[config.mk]
export PLATFORM = sky130hd
export DESIGN_NAME = packed_yuv422_to_rgb
export DESIGN_NICKNAME = d
export VERILOG_FILES = /design/src/design/y422rgb_pkg.sv /design/src/design/y422rgb_unpack.sv /design/src/design/y422rgb_matrix.sv /design/src/design/y422rgb_format.sv /design/src/design/packed_yuv422_to_rgb.sv
export SDC_FILE = /design/constraint.sdc
export NUM_CORES = 1
export LEC_CHECK = 0
export BUFFER_PORTS_ARGS = -buffer_cell sky130_fd_sc_hd__buf_4
export CAP_MARGIN = 10
export CORE_MARGIN = 3
export CORE_UTILIZATION = 60
export DETAILED_ROUTE_END_ITERATION = 10
export PLACE_DENSITY = 0.79
export SLEW_MARGIN = 20
export SYNTH_ARGS = -nofsm -noshare
export SYNTH_HDL_FRONTEND = slang
export SYNTH_SLANG_ARGS = --single-unit
[constraint.sdc]
create_clock -name clk -period 6.3 [get_ports clk]
set_input_delay 0.945 -clock clk [delete_from_list [all_inputs] [get_ports clk]]
set_output_delay 0.945 -clock clk [all_outputs]
set_load 0.01 [all_outputs]
[src/design/y422rgb_pkg.sv]
// Shared types, codes and coefficients for the packed 4:2:2 to RGB converter.
// No dependencies; every other file of the block imports this package.
`default_nettype none

package y422rgb_pkg;

	// Configuration register indexes.
	localparam logic [1:0] REG_SOURCE_ORDER  = 2'd0;
	localparam logic [1:0] REG_TARGET_FORMAT = 2'd1;

	localparam int CfgIndexW = 2;
	localparam int CfgDataW  = 3;

	// Input byte orders.
	localparam logic [1:0] SRC_UYVY = 2'd0;
	localparam logic [1:0] SRC_YUYV = 2'd1;
	localparam logic [1:0] SRC_YVYU = 2'd2;

	// Output formats.
	localparam logic [2:0] FMT_UYVY = 3'd0;
	localparam logic [2:0] FMT_LUMA = 3'd1;
	localparam logic [2:0] FMT_RGB  = 3'd2;
	localparam logic [2:0] FMT_BGR  = 3'd3;
	localparam logic [2:0] FMT_RGBA = 3'd4;
	localparam logic [2:0] FMT_BGRA = 3'd5;

	// Byte counts of one result.
	localparam logic [2:0] CNT_LUMA = 3'd1;
	localparam logic [2:0] CNT_RGB  = 3'd3;
	localparam logic [2:0] CNT_FULL = 3'd4;

	// Fixed-point color matrix, scaled by 256.
	localparam logic signed [17:0] COEF_RV = 18'sd359;
	localparam logic signed [17:0] COEF_GU = 18'sd88;
	localparam logic signed [17:0] COEF_GV = 18'sd183;
	localparam logic signed [17:0] COEF_BU = 18'sd454;
	localparam logic [8:0]         CHROMA_OFS = 9'd128;
	localparam logic [7:0]         ALPHA_OPAQUE = 8'd255;
	localparam logic [7:0]         CHAN_MAX = 8'd255;

	typedef struct packed {
		logic [7:0] byte_a;
		logic [7:0] byte_b;
		logic [7:0] byte_c;
		logic [7:0] byte_d;
		logic       frame_end;
	} mpix_t;

	typedef struct packed {
		logic [7:0] out_a;
		logic [7:0] out_b;
		logic [7:0] out_c;
		logic [7:0] out_d;
		logic [2:0] byte_count;
		logic       pair_last;
		logic       frame_last;
	} result_t;

	// One pixel (or one whole UYVY transaction) leaving the input stage.
	typedef struct packed {
		logic       vld;
		logic [7:0] y;
		logic [7:0] y_alt;
		logic [7:0] u;
		logic [7:0] v;
		logic [2:0] fmt;
		logic       pair_last;
		logic       frame_last;
	} issue_t;

	// Products of the color matrix.
	typedef struct packed {
		logic [7:0]  y;
		logic [7:0]  y_alt;
		logic [7:0]  u;
		logic [7:0]  v;
		logic [2:0]  fmt;
		logic        pair_last;
		logic        frame_last;
		logic [17:0] p_rv;
		logic [17:0] p_gu;
		logic [17:0] p_gv;
		logic [17:0] p_bu;
	} prod_t;

	// Channel sums before scaling and clamping.
	typedef struct packed {
		logic [7:0]  y;
		logic [7:0]  y_alt;
		logic [7:0]  u;
		logic [7:0]  v;
		logic [2:0]  fmt;
		logic        pair_last;
		logic        frame_last;
		logic [17:0] acc_r;
		logic [17:0] acc_g;
		logic [17:0] acc_b;
	} acc_t;

endpackage

`default_nettype wire

[src/design/y422rgb_unpack.sv]
// Input stage: byte reordering, the stage-1 register and the pixel sequencer.
// Depends on y422rgb_pkg.
`default_nettype none

module y422rgb_unpack (
	input  wire logic               clk,
	input  wire logic               arst_n,
	input  wire logic               accept,
	input  wire y422rgb_pkg::mpix_t mpix,
	input  wire logic [1:0]         source_order,
	input  wire logic [2:0]         target_format,
	output logic                    busy,
	output y422rgb_pkg::issue_t     issue
);
	import y422rgb_pkg::*;

	logic [7:0] y0_in, y1_in, u_in, v_in;
	logic [2:0] fmt_in;

	logic       vld_s1;
	logic [7:0] y0_s1, y1_s1, u_s1, v_s1;
	logic       fe_s1;
	logic [2:0] fmt_s1;
	logic       phase_q;
	logic       two_px;

	always_comb begin
		unique case (source_order)
			SRC_YUYV: begin
				y0_in = mpix.byte_a; u_in = mpix.byte_b;
				y1_in = mpix.byte_c; v_in = mpix.byte_d;
			end
			SRC_YVYU: begin
				y0_in = mpix.byte_a; v_in = mpix.byte_b;
				y1_in = mpix.byte_c; u_in = mpix.byte_d;
			end
			default: begin
				u_in = mpix.byte_a; y0_in = mpix.byte_b;
				v_in = mpix.byte_c; y1_in = mpix.byte_d;
			end
		endcase
		// Undefined format codes behave as RGBA.
		fmt_in = (target_format > FMT_BGRA) ? FMT_RGBA : target_format;
	end

	// A pixel format holds the stage after Y0 to send pixel Y1.
	assign two_px = (fmt_s1 != FMT_UYVY);
	assign busy   = vld_s1 && two_px && !phase_q;

	always_ff @(posedge clk or negedge arst_n) begin
		if (!arst_n) begin
			vld_s1  <= 1'b0;
			phase_q <= 1'b0;
		end else begin
			vld_s1  <= accept || busy;
			phase_q <= busy;
		end
	end

	always_ff @(posedge clk) begin
		if (accept) begin
			y0_s1  <= y0_in;
			y1_s1  <= y1_in;
			u_s1   <= u_in;
			v_s1   <= v_in;
			fe_s1  <= mpix.frame_end;
			fmt_s1 <= fmt_in;
		end
	end

	always_comb begin
		issue.vld        = vld_s1;
		issue.y          = phase_q ? y1_s1 : y0_s1;
		issue.y_alt      = y1_s1;
		issue.u          = u_s1;
		issue.v          = v_s1;
		issue.fmt        = fmt_s1;
		issue.pair_last  = !two_px || phase_q;
		issue.frame_last = (!two_px || phase_q) && fe_s1;
	end

endmodule

`default_nettype wire

[src/design/y422rgb_matrix.sv]
// Color matrix: constant multiplies in stage 2, channel sums in stage 3.
// Depends on y422rgb_pkg.
`default_nettype none

module y422rgb_matrix (
	input  wire logic                clk,
	input  wire logic                arst_n,
	input  wire y422rgb_pkg::issue_t issue,
	output logic                     vld_s3,
	output y422rgb_pkg::acc_t        acc_s3
);
	import y422rgb_pkg::*;

	logic              vld_s2;
	prod_t             prod_s2;
	logic [8:0]        u9, v9;
	logic signed [17:0] u_ext, v_ext, yy;

	always_comb begin
		u9    = {1'b0, issue.u} - CHROMA_OFS;
		v9    = {1'b0, issue.v} - CHROMA_OFS;
		u_ext = $signed({{9{u9[8]}}, u9});
		v_ext = $signed({{9{v9[8]}}, v9});
		yy    = $signed({2'b00, prod_s2.y, 8'h00});
	end

	always_ff @(posedge clk or negedge arst_n) begin
		if (!arst_n) begin
			vld_s2 <= 1'b0;
			vld_s3 <= 1'b0;
		end else begin
			vld_s2 <= issue.vld;
			vld_s3 <= vld_s2;
		end
	end

	always_ff @(posedge clk) begin
		prod_s2.y          <= issue.y;
		prod_s2.y_alt      <= issue.y_alt;
		prod_s2.u          <= issue.u;
		prod_s2.v          <= issue.v;
		prod_s2.fmt        <= issue.fmt;
		prod_s2.pair_last  <= issue.pair_last;
		prod_s2.frame_last <= issue.frame_last;
		prod_s2.p_rv       <= v_ext * COEF_RV;
		prod_s2.p_gu       <= u_ext * COEF_GU;
		prod_s2.p_gv       <= v_ext * COEF_GV;
		prod_s2.p_bu       <= u_ext * COEF_BU;

		acc_s3.y          <= prod_s2.y;
		acc_s3.y_alt      <= prod_s2.y_alt;
		acc_s3.u          <= prod_s2.u;
		acc_s3.v          <= prod_s2.v;
		acc_s3.fmt        <= prod_s2.fmt;
		acc_s3.pair_last  <= prod_s2.pair_last;
		acc_s3.frame_last <= prod_s2.frame_last;
		acc_s3.acc_r      <= yy + $signed(prod_s2.p_rv);
		acc_s3.acc_g      <= yy - $signed(prod_s2.p_gu) - $signed(prod_s2.p_gv);
		acc_s3.acc_b      <= yy + $signed(prod_s2.p_bu);
	end

endmodule

`default_nettype wire

[src/design/y422rgb_format.sv]
// Output stage: scale and clamp the channels, pack the result register.
// Depends on y422rgb_pkg.
`default_nettype none

module y422rgb_format (
	input  wire logic              clk,
	input  wire logic              arst_n,
	input  wire logic              vld_s3,
	input  wire y422rgb_pkg::acc_t acc_s3,
	output logic                   result_valid,
	output y422rgb_pkg::result_t   result
);
	import y422rgb_pkg::*;

	// Divide by 256 rounding down, then clamp to 0..255.
	function automatic logic [7:0] clamp_chan(input logic [17:0] acc);
		logic [7:0] res;
		if (acc[17]) begin
			res = 8'h00;
		end else if (acc[16]) begin
			res = CHAN_MAX;
		end else begin
			res = acc[15:8];
		end
		return res;
	endfunction

	logic [7:0] r, g, b;
	result_t    nxt;

	always_comb begin
		r = clamp_chan(acc_s3.acc_r);
		g = clamp_chan(acc_s3.acc_g);
		b = clamp_chan(acc_s3.acc_b);
		nxt.pair_last  = acc_s3.pair_last;
		nxt.frame_last = acc_s3.frame_last;
		unique case (acc_s3.fmt)
			FMT_UYVY: begin
				nxt.out_a = acc_s3.u; nxt.out_b = acc_s3.y;
				nxt.out_c = acc_s3.v; nxt.out_d = acc_s3.y_alt;
				nxt.byte_count = CNT_FULL;
			end
			FMT_LUMA: begin
				nxt.out_a = acc_s3.y; nxt.out_b = 8'h00;
				nxt.out_c = 8'h00;    nxt.out_d = 8'h00;
				nxt.byte_count = CNT_LUMA;
			end
			FMT_RGB: begin
				nxt.out_a = r; nxt.out_b = g; nxt.out_c = b; nxt.out_d = 8'h00;
				nxt.byte_count = CNT_RGB;
			end
			FMT_BGR: begin
				nxt.out_a = b; nxt.out_b = g; nxt.out_c = r; nxt.out_d = 8'h00;
				nxt.byte_count = CNT_RGB;
			end
			FMT_BGRA: begin
				nxt.out_a = b; nxt.out_b = g; nxt.out_c = r; nxt.out_d = ALPHA_OPAQUE;
				nxt.byte_count = CNT_FULL;
			end
			default: begin
				nxt.out_a = r; nxt.out_b = g; nxt.out_c = b; nxt.out_d = ALPHA_OPAQUE;
				nxt.byte_count = CNT_FULL;
			end
		endcase
	end

	always_ff @(posedge clk or negedge arst_n) begin
		if (!arst_n) begin
			result_valid <= 1'b0;
		end else begin
			result_valid <= vld_s3;
		end
	end

	always_ff @(posedge clk) begin
		result <= nxt;
	end

endmodule

`default_nettype wire

[src/design/packed_yuv422_to_rgb.sv]
// An accepted transaction passes stage 1, stages 2 and 3 and the result register
// before its first result strobe. UYVY output takes one transaction per cycle. In the
// pixel formats the two pixels share the single result port, one pixel per cycle.
// The result side cannot stall, so busy only covers the second pixel of a pair.
// Reset clears all valid bits and sets source order UYVY and target format RGBA.
// Depends on y422rgb_pkg and the unpack, matrix and format modules.
`default_nettype none

module packed_yuv422_to_rgb (
	input  wire logic                                   clk,
	input  wire logic                                   arst_n,
	input  wire logic                                   start,
	output logic                                        busy,
	input  wire y422rgb_pkg::mpix_t                     mpix,
	output logic                                        result_valid,
	output y422rgb_pkg::result_t                        result,
	input  wire logic                                   cfg_we,
	input  wire logic [y422rgb_pkg::CfgIndexW-1:0]      cfg_index,
	input  wire logic [y422rgb_pkg::CfgDataW-1:0]       cfg_wdata
);
	import y422rgb_pkg::*;

	// Configuration registers. The user must write them only while the pipeline is
	// empty (the block does not enforce it); stage 1 latches the format with each transaction anyway.
	logic [1:0] source_order_q;
	logic [2:0] target_format_q;

	always_ff @(posedge clk or negedge arst_n) begin
		if (!arst_n) begin
			source_order_q  <= SRC_UYVY;
			target_format_q <= FMT_RGBA;
		end else if (cfg_we) begin
			if (cfg_index == REG_SOURCE_ORDER) begin
				source_order_q <= cfg_wdata[1:0];
			end else if (cfg_index == REG_TARGET_FORMAT) begin
				target_format_q <= cfg_wdata;
			end
		end
	end

	// A transaction is taken whenever start is high and the input stage is free.
	logic   accept;
	issue_t issue;
	logic   vld_s3;
	acc_t   acc_s3;

	assign accept = start && !busy;

	// Stage 1: reorder the macropixel to U, Y0, V, Y1 and register it. For pixel
	// formats the stage sends Y0 and then Y1 down the pipeline, as phase_q selects.
	y422rgb_unpack u_unpack (
		.clk           (clk),
		.arst_n        (arst_n),
		.accept        (accept),
		.mpix          (mpix),
		.source_order  (source_order_q),
		.target_format (target_format_q),
		.busy          (busy),
		.issue         (issue)
	);

	// Stages 2 and 3: chroma offsets and constant multiplies, then channel sums.
	y422rgb_matrix u_matrix (
		.clk    (clk),
		.arst_n (arst_n),
		.issue  (issue),
		.vld_s3 (vld_s3),
		.acc_s3 (acc_s3)
	);

	// Stage 4: clamping, channel order, alpha and byte count into the result register.
	y422rgb_format u_format (
		.clk          (clk),
		.arst_n       (arst_n),
		.vld_s3       (vld_s3),
		.acc_s3       (acc_s3),
		.result_valid (result_valid),
		.result       (result)
	);

	// The input stage holds off for exactly one cycle per pixel pair.
	a_busy_one_cycle: assert property (@(posedge clk) disable iff (!arst_n)
		busy |=> !busy)
		else $error("busy held for more than one cycle");

	// Every accepted transaction produces a result after stage 1, stages 2 and 3 and the result register.
	a_latency: assert property (@(posedge clk) disable iff (!arst_n)
		(start && !busy) |=> ##3 result_valid)
		else $error("accepted transaction produced no result at the expected cycle");

	// The first pixel of a pair is always followed by the second one.
	a_pair_follows: assert property (@(posedge clk) disable iff (!arst_n)
		(result_valid && !result.pair_last) |=> (result_valid && result.pair_last))
		else $error("second pixel of a pair missing");

endmodule

`default_nettype wire

==> impl_metrics.csv <==
group,metric,value,unit
critical_path,cpPeakStageDelay,0.68,ns
global_route,track_usage,23.5,%
layout,syn_to_final_growth,12.4,%
critical_path,crit_chain,"inv_1 -> ha_1 -> inv_1 -> ha_1 -> fa_1 -> fa_1 -> inv_1 -> fa_1 -> inv_1 -> ha_1 -> nand4b_1 -> o211ai_1 -> o41ai_1 -> o21bai_1 -> a21boi_0 -> xnor2_1",
cts,cts_buffer_depth,3,
sta,period_share,82.0,%
synth,synth_area,13200,µm²
routing,vias_per_cell,5.46,
floorplanning,io_pins,81,
floorplanning,coreArea,21400,µm²
layout,drive_gt1_share,11.8,%
synth,ys_ff_latch,237,
cts,cts_tree,"built",
critical_path,startpoint_type,"flop",
critical_path,cp.required,6.74,ns
outcome,outcome,"completed",
critical_path,critical-path-top-delay-family,"adder cells",
layout,nNetsFinal,1648,
flow_run,maxCapViolCount,0,
global_route,grt_overflow,0,
routing,avgRoutedWirePerCell,16.7,µm
synth,syn-num-nets,1569,
layout,final_util,69.6,%
critical_path,cp_common_cell,"inv_1",
floorplanning,dieHeight,154,µm
floorplanning,start_util,61.9,%
floorplanning,die_area,23900,µm²
placed_design,gp_congestion,0.904,
cts,cts.repair.resized,0,
critical_path,arrival,5.61,ns
cts,ctsRootBufferMaster,"clkbuf_16",
cts,htreeDepth,1,
synth,synth_edf_count,36,
sta,setup_viol,0,
floorplanning,dieWidth,154,µm
routing,drt_iter0_drc,598,
synth,syn_avg_cell_area,10.3,µm²
floorplanning,rows,53,
sta,rsz0062_at_grt,"no",
global_route,grt_start_max_net_pins,49,
sta,fmaxAchievable,194,MHz
routing,antenna_left,0,
critical_path,crit_buf_inv,4,
global_route,grt_pass1_wl,45.2,mm
critical_path,reg2reg_depth,16,
layout,n_antenna_cell,0,
global_route,grt_pass1_vias,9026,
layout,layout_common_cells,"inv_1 (204), dfxtp_1 (191), ha_1 (177), buf_4 (83), nor2_1 (77)",
routing,dr.pass1.iters,5,
placed_design,io_buffers,80,
sta,worst_pin_slew,0.752,ns
critical_path,slowest_stage,"edfxtp_1",
critical_path,crit_type,"reg2reg",
cts,numCtsBuffers,24,
routing,routed_wl,27.6,mm
cts,postCtsSetupBuffers,0,
sta,hold_violations,0,
cts,clock-sinks,237,
sta,slew_violations,0,
critical_path,cp_max_fo,12,
sta,period_minus_slack,5.17,ns
cts,hold_buffers,0,
routing,vias,9015,
cts,insertion_delay,0.52,ns
sta,slew_headroom,49.8,%
synth,synthFlopType,"dfxtp_1",
hold_path,hp-class,"in2async",
synth,netlist_instances,1279,
layout,mostFrequentLayoutCell,"inv_1",
global_route,antenna_found_initial,3,
critical_path,path_depth,16,
synth,synth_seq_area_share,39.0,%
placed_design,place_hpwl,21.3,mm
sta,skew,0.0237,ns
sta,tns,0,ns
cts,clk_pin_slew,0.06,ns
synth,yosysWarnings,0,
routing,route.detailed.drc,0,
synth,synth.distinct_cells,64,
synth,async_flop_share,4.22,%
critical_path,end_kind,"flop",
## registers in the layout, summed over array words and instances (netlist names), 2 cells and up
| register | cells |
|---|---|
| u_unpack.v_s1 | 8 |
| u_unpack.y0_s1 | 8 |
| u_format.result | 37 |
| u_unpack.u_s1 | 8 |
| source_order_q | 2 |
| u_unpack.y1_s1 | 8 |
| target_format_q | 3 |
| u_matrix.prod_s2 | 87 |
| u_unpack.fmt_s1 | 3 |
| u_matrix.acc_s3 | 67 |
## worst register-to-register path, cell delays in order, from the launching register on
cell      delay (ns)
edfxtp_1        0.68
inv_1           0.33
ha_1            0.43
inv_1           0.13
ha_1            0.23
fa_1            0.49
fa_1            0.54
inv_1           0.05
fa_1            0.49
inv_1           0.04
ha_1            0.34
nand4b_1        0.12
o211ai_1        0.19
o41ai_1         0.47
o21bai_1        0.17
a21boi_0        0.26
xnor2_1         0.14
## routing by layer
metal | global-route usage, % | vias to the layer above | routed length (µm)
met2 | 38.7 | 274 | 12900
met4 | 7.36 | 2 | 873
met5 | 0 | - | 13
li1 | - | 4440 | -
met1 | 32.1 | 4243 | 12200
met3 | 3.78 | 56 | 1640
## kinds of logic after synthesis
logic type | after synthesis | share of synthesized area (%)
muxes | 37 | 3.06
and+or+nand+nor | 227 | 7.79
DFF | 237 | 39.0
adders and majority gates | 248 | 27.5
AOI/OAI and AO/OA | 222 | 11.1
buffers and inverters | 234 | 6.64
xor gates and xnor gates | 74 | 4.90
## per-stage QoR
step	std cells	hold slack, ns	cell area, µm²	setup WS [ns]
2_1_floorplan	1279	0.310	13200	1.66
3_3_place_gp	1607	0.310	14100	1.30
3_5_place_dp	1607	0.312	14100	1.15
4_1_cts	1650	0.235	14900	1.14
5_1_grt	1650	0.231	14900	0.764
6_report	1650	0.246	14900	1.13
## final cells by class
type / count / area (µm²)
Clock buffer: 32 / 682
Sequential cell: 237 / 5160
Fill cell: 1579 / 6490
Tap cell: 275 / 344
Multi-Input combinational cell: 808 / 7200
Inverter: 204 / 766
Clock inverter: 11 / 96.3
Timing Repair Buffer: 83 / 623
## final timing paths
| kind | slack [ns] | endpoint | startpoint |
|---|---|---|---|
| setup / recovery | 1.13 | u_matrix.prod_s2[70] | u_unpack.v_s1[7] |
| max in group asynchronous | 5.84 | target_format_q[2] | arst_n |
| setup reg to reg | 1.13 | u_matrix.prod_s2[70] | u_unpack.v_s1[7] |
| min in group clk | 0.32 | u_matrix.acc_s3[79] | u_matrix.prod_s2[97] |
| hold reg to reg | 0.32 | u_matrix.acc_s3[79] | u_matrix.prod_s2[97] |
| hold / removal | 0.25 | u_matrix.vld_s3 | arst_n |
## Yosys cell counts, drive strengths merged (3+ instances only)
cell type  count  share of area [%]
inv          204                5.8
dfxtp        191                 29
ha           177                 17
nor2          77                2.2
nand2         73                2.1
fa            71                 11
o21ai         53                2.0
xnor2         53                3.5
a21oi         49                1.9
edfxtp        36                8.2
mux2          28                2.4
clkbuf        27               0.77
a21o          23                1.3
a22oi         22                1.2
xor2          21                1.4
nor3          19               0.76
nand3         12               0.45
nor2b         11               0.52
dfrtp          9                1.7
mux2i          9               0.68
o21a           8               0.45
a21boi         6               0.34
a221oi         6               0.54
a31oi          6               0.28
o211ai         6               0.34
o21bai         6               0.34
o31ai          6               0.34
or3            6               0.28
o22ai          5               0.24
and2           4               0.21
nand4          4               0.19
or2            4               0.19
a221o          3               0.23
a222oi         3               0.23
and3           3               0.14
buf            3              0.085
nand2b         3               0.14
nor3b          3               0.17
o2111ai        3               0.20
o211a          3               0.23
Power is not shown: default switching activity piles up to over one toggle a cycle in this logic, so the estimate is an artifact.
